===== config.mk =====
export PLATFORM = sky130hd
export DESIGN_NAME = scan_code_set1_key_decoder_flat
export DESIGN_NICKNAME = d
export VERILOG_FILES = /design/src/rtl/scd_pkg.sv /design/src/rtl/scd_byte_if.sv /design/src/rtl/scd_key_if.sv /design/src/rtl/scd_ram.sv /design/src/rtl/scd_held.sv /design/src/rtl/scd_decode.sv /design/src/rtl/scan_code_set1_key_decoder.sv /design/src/flat_wrapper.sv
export SDC_FILE = /design/constraint.sdc
export NUM_CORES = 1
export LEC_CHECK = 0
export BUFFER_PORTS_ARGS = -buffer_cell sky130_fd_sc_hd__buf_2
export CAP_MARGIN = 0
export CORE_MARGIN = 2
export CORE_UTILIZATION = 40
export DETAILED_ROUTE_END_ITERATION = 7
export GPL_TIMING_DRIVEN = 0
export PLACE_DENSITY = 0.6
export SYNTH_ARGS = -nofsm -noshare
export SYNTH_HDL_FRONTEND = slang
export SYNTH_SLANG_ARGS = --single-unit

===== constraint.sdc =====
create_clock -name clk -period 7.05 [get_ports clk]
set_input_delay 1.41 -clock clk [delete_from_list [all_inputs] [get_ports clk]]
set_output_delay 1.41 -clock clk [all_outputs]
set_load 0.01 [all_outputs]

===== src/rtl/scd_pkg.sv =====
`timescale 1ns / 1ps
// scd_pkg: shared types, key constants and character tables of the scan code decoder
// no dependencies

package scd_pkg;

  // size of the held-key set
  localparam int HELD_KEYS = 8;
  localparam int IDX_W     = (HELD_KEYS > 1) ? $clog2(HELD_KEYS) : 1;
  localparam int COUNT_W   = $clog2(HELD_KEYS + 1);

  // field widths
  localparam int BYTE_W = 8;
  localparam int CODE_W = 7;
  localparam int MOD_W  = 5;
  localparam int LOCK_W = 3;
  localparam int HELD_W = 4;

  // prefix bytes
  localparam logic [BYTE_W-1:0] PFX_NONE = 8'h00;
  localparam logic [BYTE_W-1:0] PFX_E0   = 8'hE0;
  localparam logic [BYTE_W-1:0] PFX_E1   = 8'hE1;

  // key codes of interest
  localparam logic [CODE_W-1:0] KEY_NONE     = 7'd0;
  localparam logic [CODE_W-1:0] KEY_DIV      = 7'd8;
  localparam logic [CODE_W-1:0] KEY_CTRL     = 7'd29;
  localparam logic [CODE_W-1:0] KEY_LSHIFT   = 7'd42;
  localparam logic [CODE_W-1:0] KEY_SLASH    = 7'd53;
  localparam logic [CODE_W-1:0] KEY_RSHIFT   = 7'd54;
  localparam logic [CODE_W-1:0] KEY_ALT      = 7'd56;
  localparam logic [CODE_W-1:0] KEY_CAPS     = 7'd58;
  localparam logic [CODE_W-1:0] KEY_NUM      = 7'd69;
  localparam logic [CODE_W-1:0] KEY_SCROLL   = 7'd70;
  localparam logic [CODE_W-1:0] KEY_PAD_LO   = 7'd71;
  localparam logic [CODE_W-1:0] KEY_DEL      = 7'd83;

  // modifier bit positions
  localparam int M_SHIFT  = 0;
  localparam int M_CTRL_L = 1;
  localparam int M_CTRL_R = 2;
  localparam int M_ALT_L  = 3;
  localparam int M_ALT_R  = 4;

  // lock bit positions (LED byte order)
  localparam int L_SCROLL = 0;
  localparam int L_NUM    = 1;
  localparam int L_CAPS   = 2;

  // held-set sequencer request and response
  typedef struct packed {
    logic              start;
    logic              brk;
    logic [CODE_W-1:0] code;
  } held_req_t;

  typedef struct packed {
    logic               done;
    logic [COUNT_W-1:0] count;
  } held_rsp_t;

  // decoder inputs: byte and current state
  typedef struct packed {
    logic [BYTE_W-1:0] scan_byte;
    logic [BYTE_W-1:0] prefix;
    logic [MOD_W-1:0]  mods;
    logic [LOCK_W-1:0] locks;
  } dec_in_t;

  // decoder outputs: next state and result
  typedef struct packed {
    logic [BYTE_W-1:0] prefix_next;
    logic [MOD_W-1:0]  mods_next;
    logic [LOCK_W-1:0] locks_next;
    logic              key_valid;
    logic [BYTE_W-1:0] ascii_char;
    logic [CODE_W-1:0] key_code;
    logic              led_update;
    logic              reboot_request;
  } dec_out_t;

  // unshifted German layout
  function automatic logic [BYTE_W-1:0] plain_char(input logic [CODE_W-1:0] c);
    logic [BYTE_W-1:0] ch;
    ch = 8'd0;
    case (c)
      7'd2:  ch = "1";
      7'd3:  ch = "2";
      7'd4:  ch = "3";
      7'd5:  ch = "4";
      7'd6:  ch = "5";
      7'd7:  ch = "6";
      7'd8:  ch = "7";
      7'd9:  ch = "8";
      7'd10: ch = "9";
      7'd11: ch = "0";
      7'd12: ch = 8'd225;
      7'd13: ch = 8'd39;
      7'd14: ch = 8'd8;
      7'd16: ch = "q";
      7'd17: ch = "w";
      7'd18: ch = "e";
      7'd19: ch = "r";
      7'd20: ch = "t";
      7'd21: ch = "z";
      7'd22: ch = "u";
      7'd23: ch = "i";
      7'd24: ch = "o";
      7'd25: ch = "p";
      7'd26: ch = 8'd129;
      7'd27: ch = "+";
      7'd28: ch = 8'd10;
      7'd30: ch = "a";
      7'd31: ch = "s";
      7'd32: ch = "d";
      7'd33: ch = "f";
      7'd34: ch = "g";
      7'd35: ch = "h";
      7'd36: ch = "j";
      7'd37: ch = "k";
      7'd38: ch = "l";
      7'd39: ch = 8'd148;
      7'd40: ch = 8'd132;
      7'd41: ch = "^";
      7'd43: ch = "#";
      7'd44: ch = "y";
      7'd45: ch = "x";
      7'd46: ch = "c";
      7'd47: ch = "v";
      7'd48: ch = "b";
      7'd49: ch = "n";
      7'd50: ch = "m";
      7'd51: ch = ",";
      7'd52: ch = ".";
      7'd53: ch = "-";
      7'd55: ch = "*";
      7'd57: ch = " ";
      7'd74: ch = "-";
      7'd78: ch = "+";
      7'd86: ch = "<";
      default: ch = 8'd0;
    endcase
    return ch;
  endfunction

  // shifted layout
  function automatic logic [BYTE_W-1:0] upper_char(input logic [CODE_W-1:0] c);
    logic [BYTE_W-1:0] ch;
    ch = 8'd0;
    case (c)
      7'd2:  ch = "!";
      7'd3:  ch = "\"";
      7'd4:  ch = 8'd21;
      7'd5:  ch = "$";
      7'd6:  ch = "%";
      7'd7:  ch = "&";
      7'd8:  ch = "/";
      7'd9:  ch = "(";
      7'd10: ch = ")";
      7'd11: ch = "=";
      7'd12: ch = "?";
      7'd13: ch = 8'd96;
      7'd16: ch = "Q";
      7'd17: ch = "W";
      7'd18: ch = "E";
      7'd19: ch = "R";
      7'd20: ch = "T";
      7'd21: ch = "Z";
      7'd22: ch = "U";
      7'd23: ch = "I";
      7'd24: ch = "O";
      7'd25: ch = "P";
      7'd26: ch = 8'd154;
      7'd27: ch = "*";
      7'd30: ch = "A";
      7'd31: ch = "S";
      7'd32: ch = "D";
      7'd33: ch = "F";
      7'd34: ch = "G";
      7'd35: ch = "H";
      7'd36: ch = "J";
      7'd37: ch = "K";
      7'd38: ch = "L";
      7'd39: ch = 8'd153;
      7'd40: ch = 8'd142;
      7'd41: ch = 8'd248;
      7'd43: ch = 8'd39;
      7'd44: ch = "Y";
      7'd45: ch = "X";
      7'd46: ch = "C";
      7'd47: ch = "V";
      7'd48: ch = "B";
      7'd49: ch = "N";
      7'd50: ch = "M";
      7'd51: ch = ";";
      7'd52: ch = ":";
      7'd53: ch = "_";
      7'd57: ch = " ";
      7'd86: ch = ">";
      default: ch = 8'd0;
    endcase
    return ch;
  endfunction

  // alt-right layout
  function automatic logic [BYTE_W-1:0] altgr_char(input logic [CODE_W-1:0] c);
    logic [BYTE_W-1:0] ch;
    ch = 8'd0;
    case (c)
      7'd3:  ch = 8'd253;
      7'd8:  ch = "{";
      7'd9:  ch = "[";
      7'd10: ch = "]";
      7'd11: ch = "}";
      7'd12: ch = "\\";
      7'd16: ch = "@";
      7'd27: ch = "~";
      7'd50: ch = 8'd230;
      7'd86: ch = "|";
      default: ch = 8'd0;
    endcase
    return ch;
  endfunction

  // numpad under num lock: character
  function automatic logic [BYTE_W-1:0] pad_char(input logic [CODE_W-1:0] c);
    logic [BYTE_W-1:0] ch;
    ch = 8'd0;
    case (c)
      7'd71: ch = "7";
      7'd72: ch = "8";
      7'd73: ch = "9";
      7'd74: ch = "-";
      7'd75: ch = "4";
      7'd76: ch = "5";
      7'd77: ch = "6";
      7'd78: ch = "+";
      7'd79: ch = "1";
      7'd80: ch = "2";
      7'd81: ch = "3";
      7'd82: ch = "0";
      7'd83: ch = ",";
      default: ch = 8'd0;
    endcase
    return ch;
  endfunction

  // numpad under num lock: key code
  function automatic logic [CODE_W-1:0] pad_code(input logic [CODE_W-1:0] c);
    logic [CODE_W-1:0] kc;
    kc = c;
    case (c)
      7'd71: kc = 7'd8;
      7'd72: kc = 7'd9;
      7'd73: kc = 7'd10;
      7'd74: kc = 7'd53;
      7'd75: kc = 7'd5;
      7'd76: kc = 7'd6;
      7'd77: kc = 7'd7;
      7'd78: kc = 7'd27;
      7'd79: kc = 7'd2;
      7'd80: kc = 7'd3;
      7'd81: kc = 7'd4;
      7'd82: kc = 7'd11;
      7'd83: kc = 7'd51;
      default: kc = c;
    endcase
    return kc;
  endfunction

  // letter keys, affected by caps lock
  function automatic logic is_letter(input logic [CODE_W-1:0] c);
    return ((c >= 7'd16) && (c <= 7'd26)) || ((c >= 7'd30) && (c <= 7'd40)) ||
           ((c >= 7'd44) && (c <= 7'd50));
  endfunction

endpackage


===== src/rtl/scd_byte_if.sv =====
`timescale 1ns / 1ps
// scd_byte_if: valid/ready channel carrying one raw keyboard byte per word
// depends on scd_pkg

interface scd_byte_if import scd_pkg::*; ();
  logic              valid;
  logic              ready;
  logic [BYTE_W-1:0] scan_byte;

  modport source (output valid, output scan_byte, input ready);
  modport sink (input valid, input scan_byte, output ready);
endinterface


===== src/rtl/scd_key_if.sv =====
`timescale 1ns / 1ps
// scd_key_if: valid/ready channel carrying one decoded key result per word
// depends on scd_pkg

interface scd_key_if import scd_pkg::*; ();
  logic              valid;
  logic              ready;
  logic              key_valid;
  logic [BYTE_W-1:0] ascii_char;
  logic [CODE_W-1:0] key_code;
  logic              pressed;
  logic [MOD_W-1:0]  modifiers;
  logic [LOCK_W-1:0] locks;
  logic              led_update;
  logic              reboot_request;
  logic [HELD_W-1:0] keys_held;

  modport source (
    output valid, output key_valid, output ascii_char, output key_code, output pressed,
    output modifiers, output locks, output led_update, output reboot_request,
    output keys_held, input ready
  );
  modport sink (
    input valid, input key_valid, input ascii_char, input key_code, input pressed,
    input modifiers, input locks, input led_update, input reboot_request,
    input keys_held, output ready
  );
endinterface


===== src/rtl/scd_ram.sv =====
`timescale 1ns / 1ps
// scd_ram: generic single-write, single-read RAM with registered read data
// no dependencies

module scd_ram #(
  parameter int WIDTH = 8,
  parameter int DEPTH = 8,
  localparam int AW = (DEPTH > 1) ? $clog2(DEPTH) : 1
) (
  input  logic             clk,
  input  logic             we,
  input  logic [AW-1:0]    waddr,
  input  logic [WIDTH-1:0] wdata,
  input  logic [AW-1:0]    raddr,
  output logic [WIDTH-1:0] rdata
);

  logic [WIDTH-1:0] mem [DEPTH];

  // write port and registered read port
  always_ff @(posedge clk) begin
    if (we) begin
      mem[waddr] <= wdata;
    end
    rdata <= mem[raddr];
  end

endmodule


===== src/rtl/scd_held.sv =====
`timescale 1ns / 1ps
// scd_held: held-key set kept in a RAM, scanned once per byte, then updated
// depends on scd_pkg and scd_ram

module scd_held import scd_pkg::*; (
  input  logic      clk,
  input  logic      rst,
  input  held_req_t req,
  output held_rsp_t rsp
);

  typedef enum logic [2:0] {
    H_IDLE   = 3'b001,
    H_SCAN   = 3'b010,
    H_COMMIT = 3'b100
  } held_state_t;

  localparam logic [IDX_W-1:0] LAST_IDX = IDX_W'(HELD_KEYS - 1);

  held_state_t        state;
  logic               brk;
  logic [CODE_W-1:0]  code;
  logic [IDX_W-1:0]   rd_addr;
  logic               issued_all;
  logic               rd_pend;
  logic [IDX_W-1:0]   chk_idx;
  logic               found;
  logic [IDX_W-1:0]   found_idx;
  logic               free_ok;
  logic [IDX_W-1:0]   free_idx;
  logic [HELD_KEYS-1:0] slot_used;
  logic [COUNT_W-1:0] count;

  logic               ram_we;
  logic [CODE_W-1:0]  ram_rdata;
  logic               hit;
  logic               empty_slot;
  logic               do_add;
  logic               do_remove;

  scd_ram #(
    .WIDTH (CODE_W),
    .DEPTH (HELD_KEYS)
  ) u_ram (
    .clk   (clk),
    .we    (ram_we),
    .waddr (free_idx),
    .wdata (code),
    .raddr (rd_addr),
    .rdata (ram_rdata)
  );

  // compare the word returned for the slot under check
  assign hit        = slot_used[chk_idx] && (ram_rdata == code);
  assign empty_slot = !slot_used[chk_idx];

  // set update decided after the scan; code zero is never recorded
  assign do_remove = (state == H_COMMIT) && brk && (code != KEY_NONE) && found;
  assign do_add    = (state == H_COMMIT) && !brk && (code != KEY_NONE) && !found && free_ok;
  assign ram_we    = do_add;

  assign rsp.done  = (state == H_COMMIT);
  assign rsp.count = count;

  // scan sequencer
  always_ff @(posedge clk) begin
    if (rst) begin
      state      <= H_IDLE;
      rd_addr    <= '0;
      issued_all <= 1'b0;
      rd_pend    <= 1'b0;
      found      <= 1'b0;
      free_ok    <= 1'b0;
    end else begin
      unique case (state)
        H_IDLE: begin
          if (req.start) begin
            state      <= H_SCAN;
            rd_addr    <= '0;
            issued_all <= 1'b0;
            rd_pend    <= 1'b0;
            found      <= 1'b0;
            free_ok    <= 1'b0;
          end
        end
        H_SCAN: begin
          // issue one read per cycle
          if (!issued_all) begin
            rd_pend <= 1'b1;
            if (rd_addr == LAST_IDX) begin
              issued_all <= 1'b1;
            end else begin
              rd_addr <= rd_addr + IDX_W'(1);
            end
          end else begin
            rd_pend <= 1'b0;
          end
          // first matching slot and first free slot
          if (rd_pend) begin
            if (hit && !found) begin
              found <= 1'b1;
            end
            if (empty_slot && !free_ok) begin
              free_ok <= 1'b1;
            end
            if (chk_idx == LAST_IDX) begin
              state <= H_COMMIT;
            end
          end
        end
        H_COMMIT: begin
          state <= H_IDLE;
        end
        default: begin
          state <= H_IDLE;
        end
      endcase
    end
  end

  // scan payload: latched code and slot indexes
  always_ff @(posedge clk) begin
    if (state == H_IDLE && req.start) begin
      brk  <= req.brk;
      code <= req.code;
    end
    if (state == H_SCAN && !issued_all) begin
      chk_idx <= rd_addr;
    end
    if (state == H_SCAN && rd_pend) begin
      if (hit && !found) begin
        found_idx <= chk_idx;
      end
      if (empty_slot && !free_ok) begin
        free_idx <= chk_idx;
      end
    end
  end

  // occupancy bits and count
  always_ff @(posedge clk) begin
    if (rst) begin
      slot_used <= '0;
      count     <= '0;
    end else if (do_add) begin
      slot_used[free_idx] <= 1'b1;
      count               <= count + COUNT_W'(1);
    end else if (do_remove) begin
      slot_used[found_idx] <= 1'b0;
      count                <= count - COUNT_W'(1);
    end
  end

endmodule


===== src/rtl/scd_decode.sv =====
`timescale 1ns / 1ps
// scd_decode: prefix, modifier and lock update plus character translation for one byte
// depends on scd_pkg

module scd_decode import scd_pkg::*; (
  input  dec_in_t  din,
  output dec_out_t dout
);

  logic              brk;
  logic [CODE_W-1:0] c;
  logic              right;
  logic [BYTE_W-1:0] ch;
  logic [CODE_W-1:0] kc;

  assign brk   = din.scan_byte[BYTE_W-1];
  assign c     = din.scan_byte[CODE_W-1:0];
  assign right = (din.prefix == PFX_E0);

  // character table selection
  always_comb begin
    kc = c;
    if ((c == KEY_SLASH) && right) begin
      ch = "/";
      kc = KEY_DIV;
    end else if (din.locks[L_NUM] && (din.prefix == PFX_NONE) &&
                 (c >= KEY_PAD_LO) && (c <= KEY_DEL)) begin
      ch = pad_char(c);
      kc = pad_code(c);
    end else if (din.mods[M_ALT_R]) begin
      ch = altgr_char(c);
    end else if (din.mods[M_SHIFT]) begin
      ch = upper_char(c);
    end else if (din.locks[L_CAPS] && is_letter(c)) begin
      ch = upper_char(c);
    end else begin
      ch = plain_char(c);
    end
  end

  // state update and result
  always_comb begin
    dout.prefix_next    = din.prefix;
    dout.mods_next      = din.mods;
    dout.locks_next     = din.locks;
    dout.key_valid      = 1'b0;
    dout.ascii_char     = 8'd0;
    dout.key_code       = KEY_NONE;
    dout.led_update     = 1'b0;
    dout.reboot_request = 1'b0;
    if ((din.scan_byte == PFX_E0) || (din.scan_byte == PFX_E1)) begin
      dout.prefix_next = din.scan_byte;
    end else if (brk) begin
      if ((c == KEY_LSHIFT) || (c == KEY_RSHIFT)) begin
        dout.mods_next[M_SHIFT] = 1'b0;
        dout.prefix_next        = PFX_NONE;
      end else if (c == KEY_ALT) begin
        if (right) begin
          dout.mods_next[M_ALT_R] = 1'b0;
        end else begin
          dout.mods_next[M_ALT_L] = 1'b0;
        end
        dout.prefix_next = PFX_NONE;
      end else if (c == KEY_CTRL) begin
        if (right) begin
          dout.mods_next[M_CTRL_R] = 1'b0;
        end else begin
          dout.mods_next[M_CTRL_L] = 1'b0;
        end
        dout.prefix_next = PFX_NONE;
      end
    end else begin
      dout.prefix_next = PFX_NONE;
      if ((c == KEY_LSHIFT) || (c == KEY_RSHIFT)) begin
        dout.mods_next[M_SHIFT] = 1'b1;
      end else if (c == KEY_ALT) begin
        if (right) begin
          dout.mods_next[M_ALT_R] = 1'b1;
        end else begin
          dout.mods_next[M_ALT_L] = 1'b1;
        end
      end else if (c == KEY_CTRL) begin
        if (right) begin
          dout.mods_next[M_CTRL_R] = 1'b1;
        end else begin
          dout.mods_next[M_CTRL_L] = 1'b1;
        end
      end else if (c == KEY_CAPS) begin
        dout.locks_next[L_CAPS] = !din.locks[L_CAPS];
        dout.led_update         = 1'b1;
      end else if (c == KEY_SCROLL) begin
        dout.locks_next[L_SCROLL] = !din.locks[L_SCROLL];
        dout.led_update           = 1'b1;
      end else if ((c == KEY_NUM) && !din.mods[M_CTRL_L]) begin
        dout.locks_next[L_NUM] = !din.locks[L_NUM];
        dout.led_update        = 1'b1;
      end else begin
        // ordinary key: character result, ctrl+alt+delete check
        dout.key_valid      = 1'b1;
        dout.ascii_char     = ch;
        dout.key_code       = kc;
        dout.reboot_request = (din.mods[M_CTRL_L] || din.mods[M_CTRL_R]) &&
                              (din.mods[M_ALT_L] || din.mods[M_ALT_R]) && (kc == KEY_DEL);
      end
    end
  end

endmodule


===== src/rtl/scan_code_set1_key_decoder.sv =====
`timescale 1ns / 1ps
// scan_code_set1_key_decoder: one result word per keyboard byte, one byte in flight at a time
// result path: the held-key RAM is scanned, one read per cycle, then the set is updated and
// the decoded word is registered for output
// a new byte is taken while the result waits in the output register
// reset: prefix, modifiers, locks, held set and count all cleared, no result pending
// depends on scd_pkg, scd_byte_if, scd_key_if, scd_held, scd_decode

module scan_code_set1_key_decoder import scd_pkg::*; (
  input logic      clk,
  input logic      rst,
  scd_byte_if.sink scan_in,
  scd_key_if.source key_out
);

  typedef enum logic [2:0] {
    T_IDLE = 3'b001,
    T_WAIT = 3'b010,
    T_OUT  = 3'b100
  } top_state_t;

  top_state_t        state;
  logic [BYTE_W-1:0] cur_byte;
  logic [BYTE_W-1:0] prefix;
  logic [MOD_W-1:0]  mods;
  logic [LOCK_W-1:0] locks;

  logic              out_valid;
  logic              out_key_valid;
  logic [BYTE_W-1:0] out_ascii;
  logic [CODE_W-1:0] out_code;
  logic              out_pressed;
  logic [MOD_W-1:0]  out_mods;
  logic [LOCK_W-1:0] out_locks;
  logic              out_led;
  logic              out_reboot;
  logic [HELD_W-1:0] out_held;

  logic      accept;
  logic      load;
  held_req_t held_req;
  held_rsp_t held_rsp;
  dec_in_t   dec_in;
  dec_out_t  dec_out;

  assign scan_in.ready = (state == T_IDLE);
  assign accept        = scan_in.valid && scan_in.ready;
  assign load          = (state == T_OUT) && (!out_valid || key_out.ready);

  // held-key set sequencer
  assign held_req.start = accept;
  assign held_req.brk   = scan_in.scan_byte[BYTE_W-1];
  assign held_req.code  = scan_in.scan_byte[CODE_W-1:0];

  scd_held u_held (
    .clk (clk),
    .rst (rst),
    .req (held_req),
    .rsp (held_rsp)
  );

  // byte decoding against current state
  assign dec_in.scan_byte = cur_byte;
  assign dec_in.prefix    = prefix;
  assign dec_in.mods      = mods;
  assign dec_in.locks     = locks;

  scd_decode u_decode (
    .din  (dec_in),
    .dout (dec_out)
  );

  // control sequence and decoder state
  always_ff @(posedge clk) begin
    if (rst) begin
      state  <= T_IDLE;
      prefix <= PFX_NONE;
      mods   <= '0;
      locks  <= '0;
    end else begin
      unique case (state)
        T_IDLE: begin
          if (accept) begin
            state <= T_WAIT;
          end
        end
        T_WAIT: begin
          if (held_rsp.done) begin
            state <= T_OUT;
          end
        end
        T_OUT: begin
          if (load) begin
            state  <= T_IDLE;
            prefix <= dec_out.prefix_next;
            mods   <= dec_out.mods_next;
            locks  <= dec_out.locks_next;
          end
        end
        default: begin
          state <= T_IDLE;
        end
      endcase
    end
  end

  // accepted byte
  always_ff @(posedge clk) begin
    if (accept) begin
      cur_byte <= scan_in.scan_byte;
    end
  end

  // output word register
  always_ff @(posedge clk) begin
    if (rst) begin
      out_valid <= 1'b0;
    end else if (load) begin
      out_valid <= 1'b1;
    end else if (key_out.ready) begin
      out_valid <= 1'b0;
    end
  end

  always_ff @(posedge clk) begin
    if (load) begin
      out_key_valid <= dec_out.key_valid;
      out_ascii     <= dec_out.ascii_char;
      out_code      <= dec_out.key_code;
      out_pressed   <= !cur_byte[BYTE_W-1];
      out_mods      <= dec_out.mods_next;
      out_locks     <= dec_out.locks_next;
      out_led       <= dec_out.led_update;
      out_reboot    <= dec_out.reboot_request;
      out_held      <= HELD_W'(held_rsp.count);
    end
  end

  assign key_out.valid          = out_valid;
  assign key_out.key_valid      = out_key_valid;
  assign key_out.ascii_char     = out_ascii;
  assign key_out.key_code       = out_code;
  assign key_out.pressed        = out_pressed;
  assign key_out.modifiers      = out_mods;
  assign key_out.locks          = out_locks;
  assign key_out.led_update     = out_led;
  assign key_out.reboot_request = out_reboot;
  assign key_out.keys_held      = out_held;

endmodule

===== src/flat_wrapper.sv =====
// flat-port wrapper written by rule: the top's interface ports become plain ports
module scan_code_set1_key_decoder_flat import scd_pkg::*;
  (clk, rst, scan_in_valid, scan_in_scan_byte, scan_in_ready, key_out_valid, key_out_key_valid, key_out_ascii_char, key_out_key_code, key_out_pressed, key_out_modifiers, key_out_locks, key_out_led_update, key_out_reboot_request, key_out_keys_held, key_out_ready);
  scd_byte_if scan_in_i ();
  scd_key_if key_out_i ();
  input logic clk;
  input logic rst;
  input wire logic [$bits(scan_in_i.valid)-1:0] scan_in_valid;
  input wire logic [$bits(scan_in_i.scan_byte)-1:0] scan_in_scan_byte;
  output wire logic [$bits(scan_in_i.ready)-1:0] scan_in_ready;
  output wire logic [$bits(key_out_i.valid)-1:0] key_out_valid;
  output wire logic [$bits(key_out_i.key_valid)-1:0] key_out_key_valid;
  output wire logic [$bits(key_out_i.ascii_char)-1:0] key_out_ascii_char;
  output wire logic [$bits(key_out_i.key_code)-1:0] key_out_key_code;
  output wire logic [$bits(key_out_i.pressed)-1:0] key_out_pressed;
  output wire logic [$bits(key_out_i.modifiers)-1:0] key_out_modifiers;
  output wire logic [$bits(key_out_i.locks)-1:0] key_out_locks;
  output wire logic [$bits(key_out_i.led_update)-1:0] key_out_led_update;
  output wire logic [$bits(key_out_i.reboot_request)-1:0] key_out_reboot_request;
  output wire logic [$bits(key_out_i.keys_held)-1:0] key_out_keys_held;
  input wire logic [$bits(key_out_i.ready)-1:0] key_out_ready;
  assign scan_in_i.valid = scan_in_valid;
  assign scan_in_i.scan_byte = scan_in_scan_byte;
  assign scan_in_ready = scan_in_i.ready;
  assign key_out_valid = key_out_i.valid;
  assign key_out_key_valid = key_out_i.key_valid;
  assign key_out_ascii_char = key_out_i.ascii_char;
  assign key_out_key_code = key_out_i.key_code;
  assign key_out_pressed = key_out_i.pressed;
  assign key_out_modifiers = key_out_i.modifiers;
  assign key_out_locks = key_out_i.locks;
  assign key_out_led_update = key_out_i.led_update;
  assign key_out_reboot_request = key_out_i.reboot_request;
  assign key_out_keys_held = key_out_i.keys_held;
  assign key_out_i.ready = key_out_ready;
  scan_code_set1_key_decoder u_core (.clk(clk), .rst(rst), .scan_in(scan_in_i), .key_out(key_out_i));
endmodule

==> out/metrics.csv <==
stage,metric,value,unit
sta,Worst-Margin Slew,1250,ps
floorplan,Die W,159,um
place,cell area after placement,10200,um^2
floorplan,IO Pins,45,
critical_path,Critical Path RT,7350,ps
drt,Detailed Route WL,28000,um
global_routing,GRT Total Usage,22.0,%
synthesis,Async SR Flop Fraction,0,%
cells_and_area,most frequent cells in the layout,"edfxtp_1 (112), nor2_1 (84), a21oi_1 (73), buf_2 (68), dfxtp_1 (65)",
clock_tree,Post-CTS Setup Inserts,0,
clock_tree,Worst-path clk slew,90,ps
clock_tree,CTS Buf Count,17,
drt,Initial DRT Pass Iterations,6,
worst_hold_path,Hold/Removal Path Class,reg -> reg,
sta,Worst Skew,15.3,ps
drt,met2 wire length,12500,um
drt,# DRC,0,
cells_and_area,area grow syn2layout,13.1,%
floorplan,core box area,23500,um^2
sta,final hold violations,0,
cells_and_area,area of the multi-input gates,4590,um^2
clock_tree,worst skew pair latency,450,ps
cells_and_area,ant diodes,0,
sta,Max Slew Vio Count,0,
clock_tree,clk buf depth,2,
synthesis,Yosys cell types,79,
power,Leak,3.78,nW
clock_tree,H-tree levels,4,
drt,vias per cell,5.99,
critical_path,Worst Setup SP,scan_in_valid,
critical_path,crit path cell chain,buf_2 > nand4bb_1 > buf_4 > inv_6 > mux2i_1 > inv_1 > ha_1 > inv_1 > a2111oi_0 > o21ai_0 > a21oi_1 > a2111oi_0 > o221ai_1,
critical_path,Crit. End Element,register,
critical_path,Setup crit start kind,input port,
floorplan,site row count,56,
synthesis,register area share after synthesis,48.5,%
synthesis,mapped cell area,9610,um^2
cells_and_area,"non-filler cells, final",1332,
critical_path,CP Data Arrival Time,5410,ps
clock_tree,Sink Count,177,
critical_path,CP peak stage delay,930,ps
critical_path,CP max stage cell,mux2i_1,
synthesis,#FFs+latches synth,177,
sta,Tmin final,5100,ps
sta,unrepaired setup endpoints after global routing,false,
cells_and_area,nets,1026,
drt,routed len/inst,21.0,um
place,Placed Cells incl. Taps,1300,
cells_and_area,post-route core utilization,46.2,%
global_routing,GRT Residual Overflow,0,
cells_and_area,share of cells above drive strength 1,15.8,%
drt,Routed Antenna Nets,0,
run_status,outcome,finished clean,
critical_path,worst reg2reg setup slack,2540,ps
cells_and_area,fillcell total,2256,
critical_path,kind of critical path,in -> reg,
power,Cell Pwr Density,235,nW/um^2
clock_tree,number of instances resized during post-cts repair,0,
critical_path,crit path max fanout,10,
sta,endpoints failing setup,0,
drt,via count,7975,
synthesis,Synth Instances,937,
global_routing,number of global-route vias before repair,7542,
cells_and_area,FF/Latch Area,4660,um^2
sta,final setup TNS,0,ps
critical_path,reg2reg path depth,12,
clock_tree,CTS tree,yes,
global_routing,largest net degree at the start of global routing,41,
cells_and_area,cell area after layout,10900,um^2
global_routing,first-pass GRT wire length,43600,um
place,Port-buffer cells,44,
sta,Max Freq,0.196,GHz
clock_tree,CTS root buf,clkbuf_16,
drt,WL met1,12500,um
floorplan,Die Height,159,um
critical_path,RR Startpoint,u_core.state[1],
global_routing,antenna violations before repair,0,
synthesis,syn nets,963,
drt,top sig layer,met4,
place,GP Congestion,0.956,
drt,WL met3,2350,um
drt,Iter 0 DRT Violations,979,
synthesis,"EDFF count, synth",112,
floorplan,die area,25300,um^2
sta,Tcrit/Tclk final,72.4,%
sta,Max-slew headroom,14.6,%
cells_and_area,"commonest non-fill, non-tap cell in the layout",edfxtp_1,
place,DPL Wire Length,19800,um
power,Peak VDD IR,0.142,mV
flow_run,Max-Cap Viols,0,
synthesis,Post-synth top flop,edfxtp_1,
synthesis,synth warn,0,
clock_tree,hold buffer count at cts,0,
floorplan,starting density of the core,40.8,%
synthesis,syn_area_per_cell,10.3,um^2
cell usage after synthesis, types with 5 or more instances:
cell | n | area share [%]
o211ai_1 | 5 | 0.39
o21a_1 | 13 | 1.0
nor4b_1 | 5 | 0.46
a31oi_1 | 19 | 1.2
nand3b_1 | 9 | 0.70
edfxtp_1 | 112 | 35
nand3_1 | 22 | 1.1
a211oi_1 | 13 | 1.0
nor2_1 | 84 | 3.3
buf_1 | 9 | 0.35
a2111oi_0 | 6 | 0.55
a21oi_1 | 73 | 3.8
a22oi_1 | 5 | 0.39
inv_1 | 19 | 0.74
o31ai_1 | 5 | 0.39
mux2i_1 | 28 | 2.9
mux4_2 | 16 | 3.7
o22ai_1 | 10 | 0.65
nor4_1 | 11 | 0.72
nand2b_1 | 31 | 2.0
buf_2 | 24 | 1.2
nor3_1 | 36 | 1.9
dfxtp_1 | 65 | 14
clkbuf_1 | 21 | 0.82
o21ai_0 | 56 | 2.9
nand2_1 | 62 | 2.4
mux2_2 | 17 | 2.0
ha_1 | 13 | 1.7
nor3b_1 | 7 | 0.55
nor2b_1 | 13 | 0.85
nand4_1 | 8 | 0.52
xnor2_1 | 12 | 1.1
xor2_1 | 7 | 0.64
and3_1 | 7 | 0.46
and2_1 | 11 | 0.72
where the power goes:
group	internal, mW	switching, mW	leakage [nW]
Sequential	1.13	0.0245	1.57
Clock	0.493	0.498	0.303
Combinational	0.135	0.275	1.91
final cells by class:
class / instances / area share [%]
Clock inverter: 15 / 1.88
Sequential cell: 177 / 42.9
Timing Repair Buffer: 44 / 2.03
Tap cell: 319 / 3.67
Buffer: 60 / 2.62
Multi-Input combinational cell: 679 / 42.2
Inverter: 21 / 0.771
Clock buffer: 17 / 3.91
how the worst min path moves through the flow:
| stage | depth (start not counted) | slack [ps] | endpoint | startpoint |
|---|---|---|---|---|
| floorplan | 0 | 420 | u_core.key_out.keys_held[3] | u_core.u_held.count[3] |
| global placement | 0 | 430 | u_core.key_out.keys_held[3] | u_core.u_held.count[3] |
| detailed placement | 1 | 440 | u_core.prefix[4] | u_core.prefix[4] |
| CTS | 1 | 460 | u_core.prefix[4] | u_core.prefix[4] |
| global route | 1 | 480 | u_core.prefix[4] | u_core.prefix[4] |
| finish | 1 | 460 | u_core.prefix[4] | u_core.prefix[4] |
worst max-delay path: cells and delay by family:
kind | cells | cell delay (ps)
muxes | 1 | 930
and+or+nand+nor | 1 | 190
adders and majority gates | 1 | 470
buffers and inverters | 5 | 1020
AOI/OAI and AO/OA | 5 | 1360
flip-flops by register name (all words and copies together) (netlist names), 3 cells and up, named ones only:
| name | count |
|---|---|
| u_core.u_held.chk_idx | 3 |
| u_core.prefix | 8 |
| u_core.key_out.key_code | 7 |
| u_core.u_held.u_ram.mem | 56 |
| u_core.mods | 5 |
| u_core.locks | 3 |
| u_core.key_out.ascii_char | 8 |
| u_core.u_held.free_idx | 3 |
| u_core.u_held.code | 7 |
| u_core.u_held.count | 4 |
| u_core.u_held.found_idx | 3 |
| u_core.u_held.u_ram.rdata | 7 |
| u_core.key_out.keys_held | 4 |
| u_core.cur_byte | 8 |
| u_core.key_out.locks | 3 |
| u_core.key_out.modifiers | 5 |
| u_core.u_held.rd_addr | 3 |
| u_core.u_held.slot_used | 8 |
| u_core.state | 3 |
| u_core.u_held.state | 3 |
per-stage QoR:
step	hold slack, ps	total power [mW]	setup WS, ps
6_report	456	2.56	1950
5_1_grt	479	2.64	1920
4_1_cts	457	2.56	2170
3_5_place_dp	435	1.57	1720
3_3_place_gp	432	1.58	1620
2_1_floorplan	417	1.45	3110
cells by family after synthesis:
family	count (synthesis)	share of synthesized area [%]
fa+ha+maj	14	1.90
simple gates	330	17.8
mux	63	9.12
flops	177	48.5
compound gates	253	17.1
xor+xnor	19	1.73
buf+inv	81	3.84
metal layers:
metal,up-vias,track usage (%)
li1,3658,-
met1,3832,31.1
met2,419,33.1
met3,66,5.29
met4,0,7.60
met5,-,0
No activity file was read; power rests on OpenSTA's default activity.
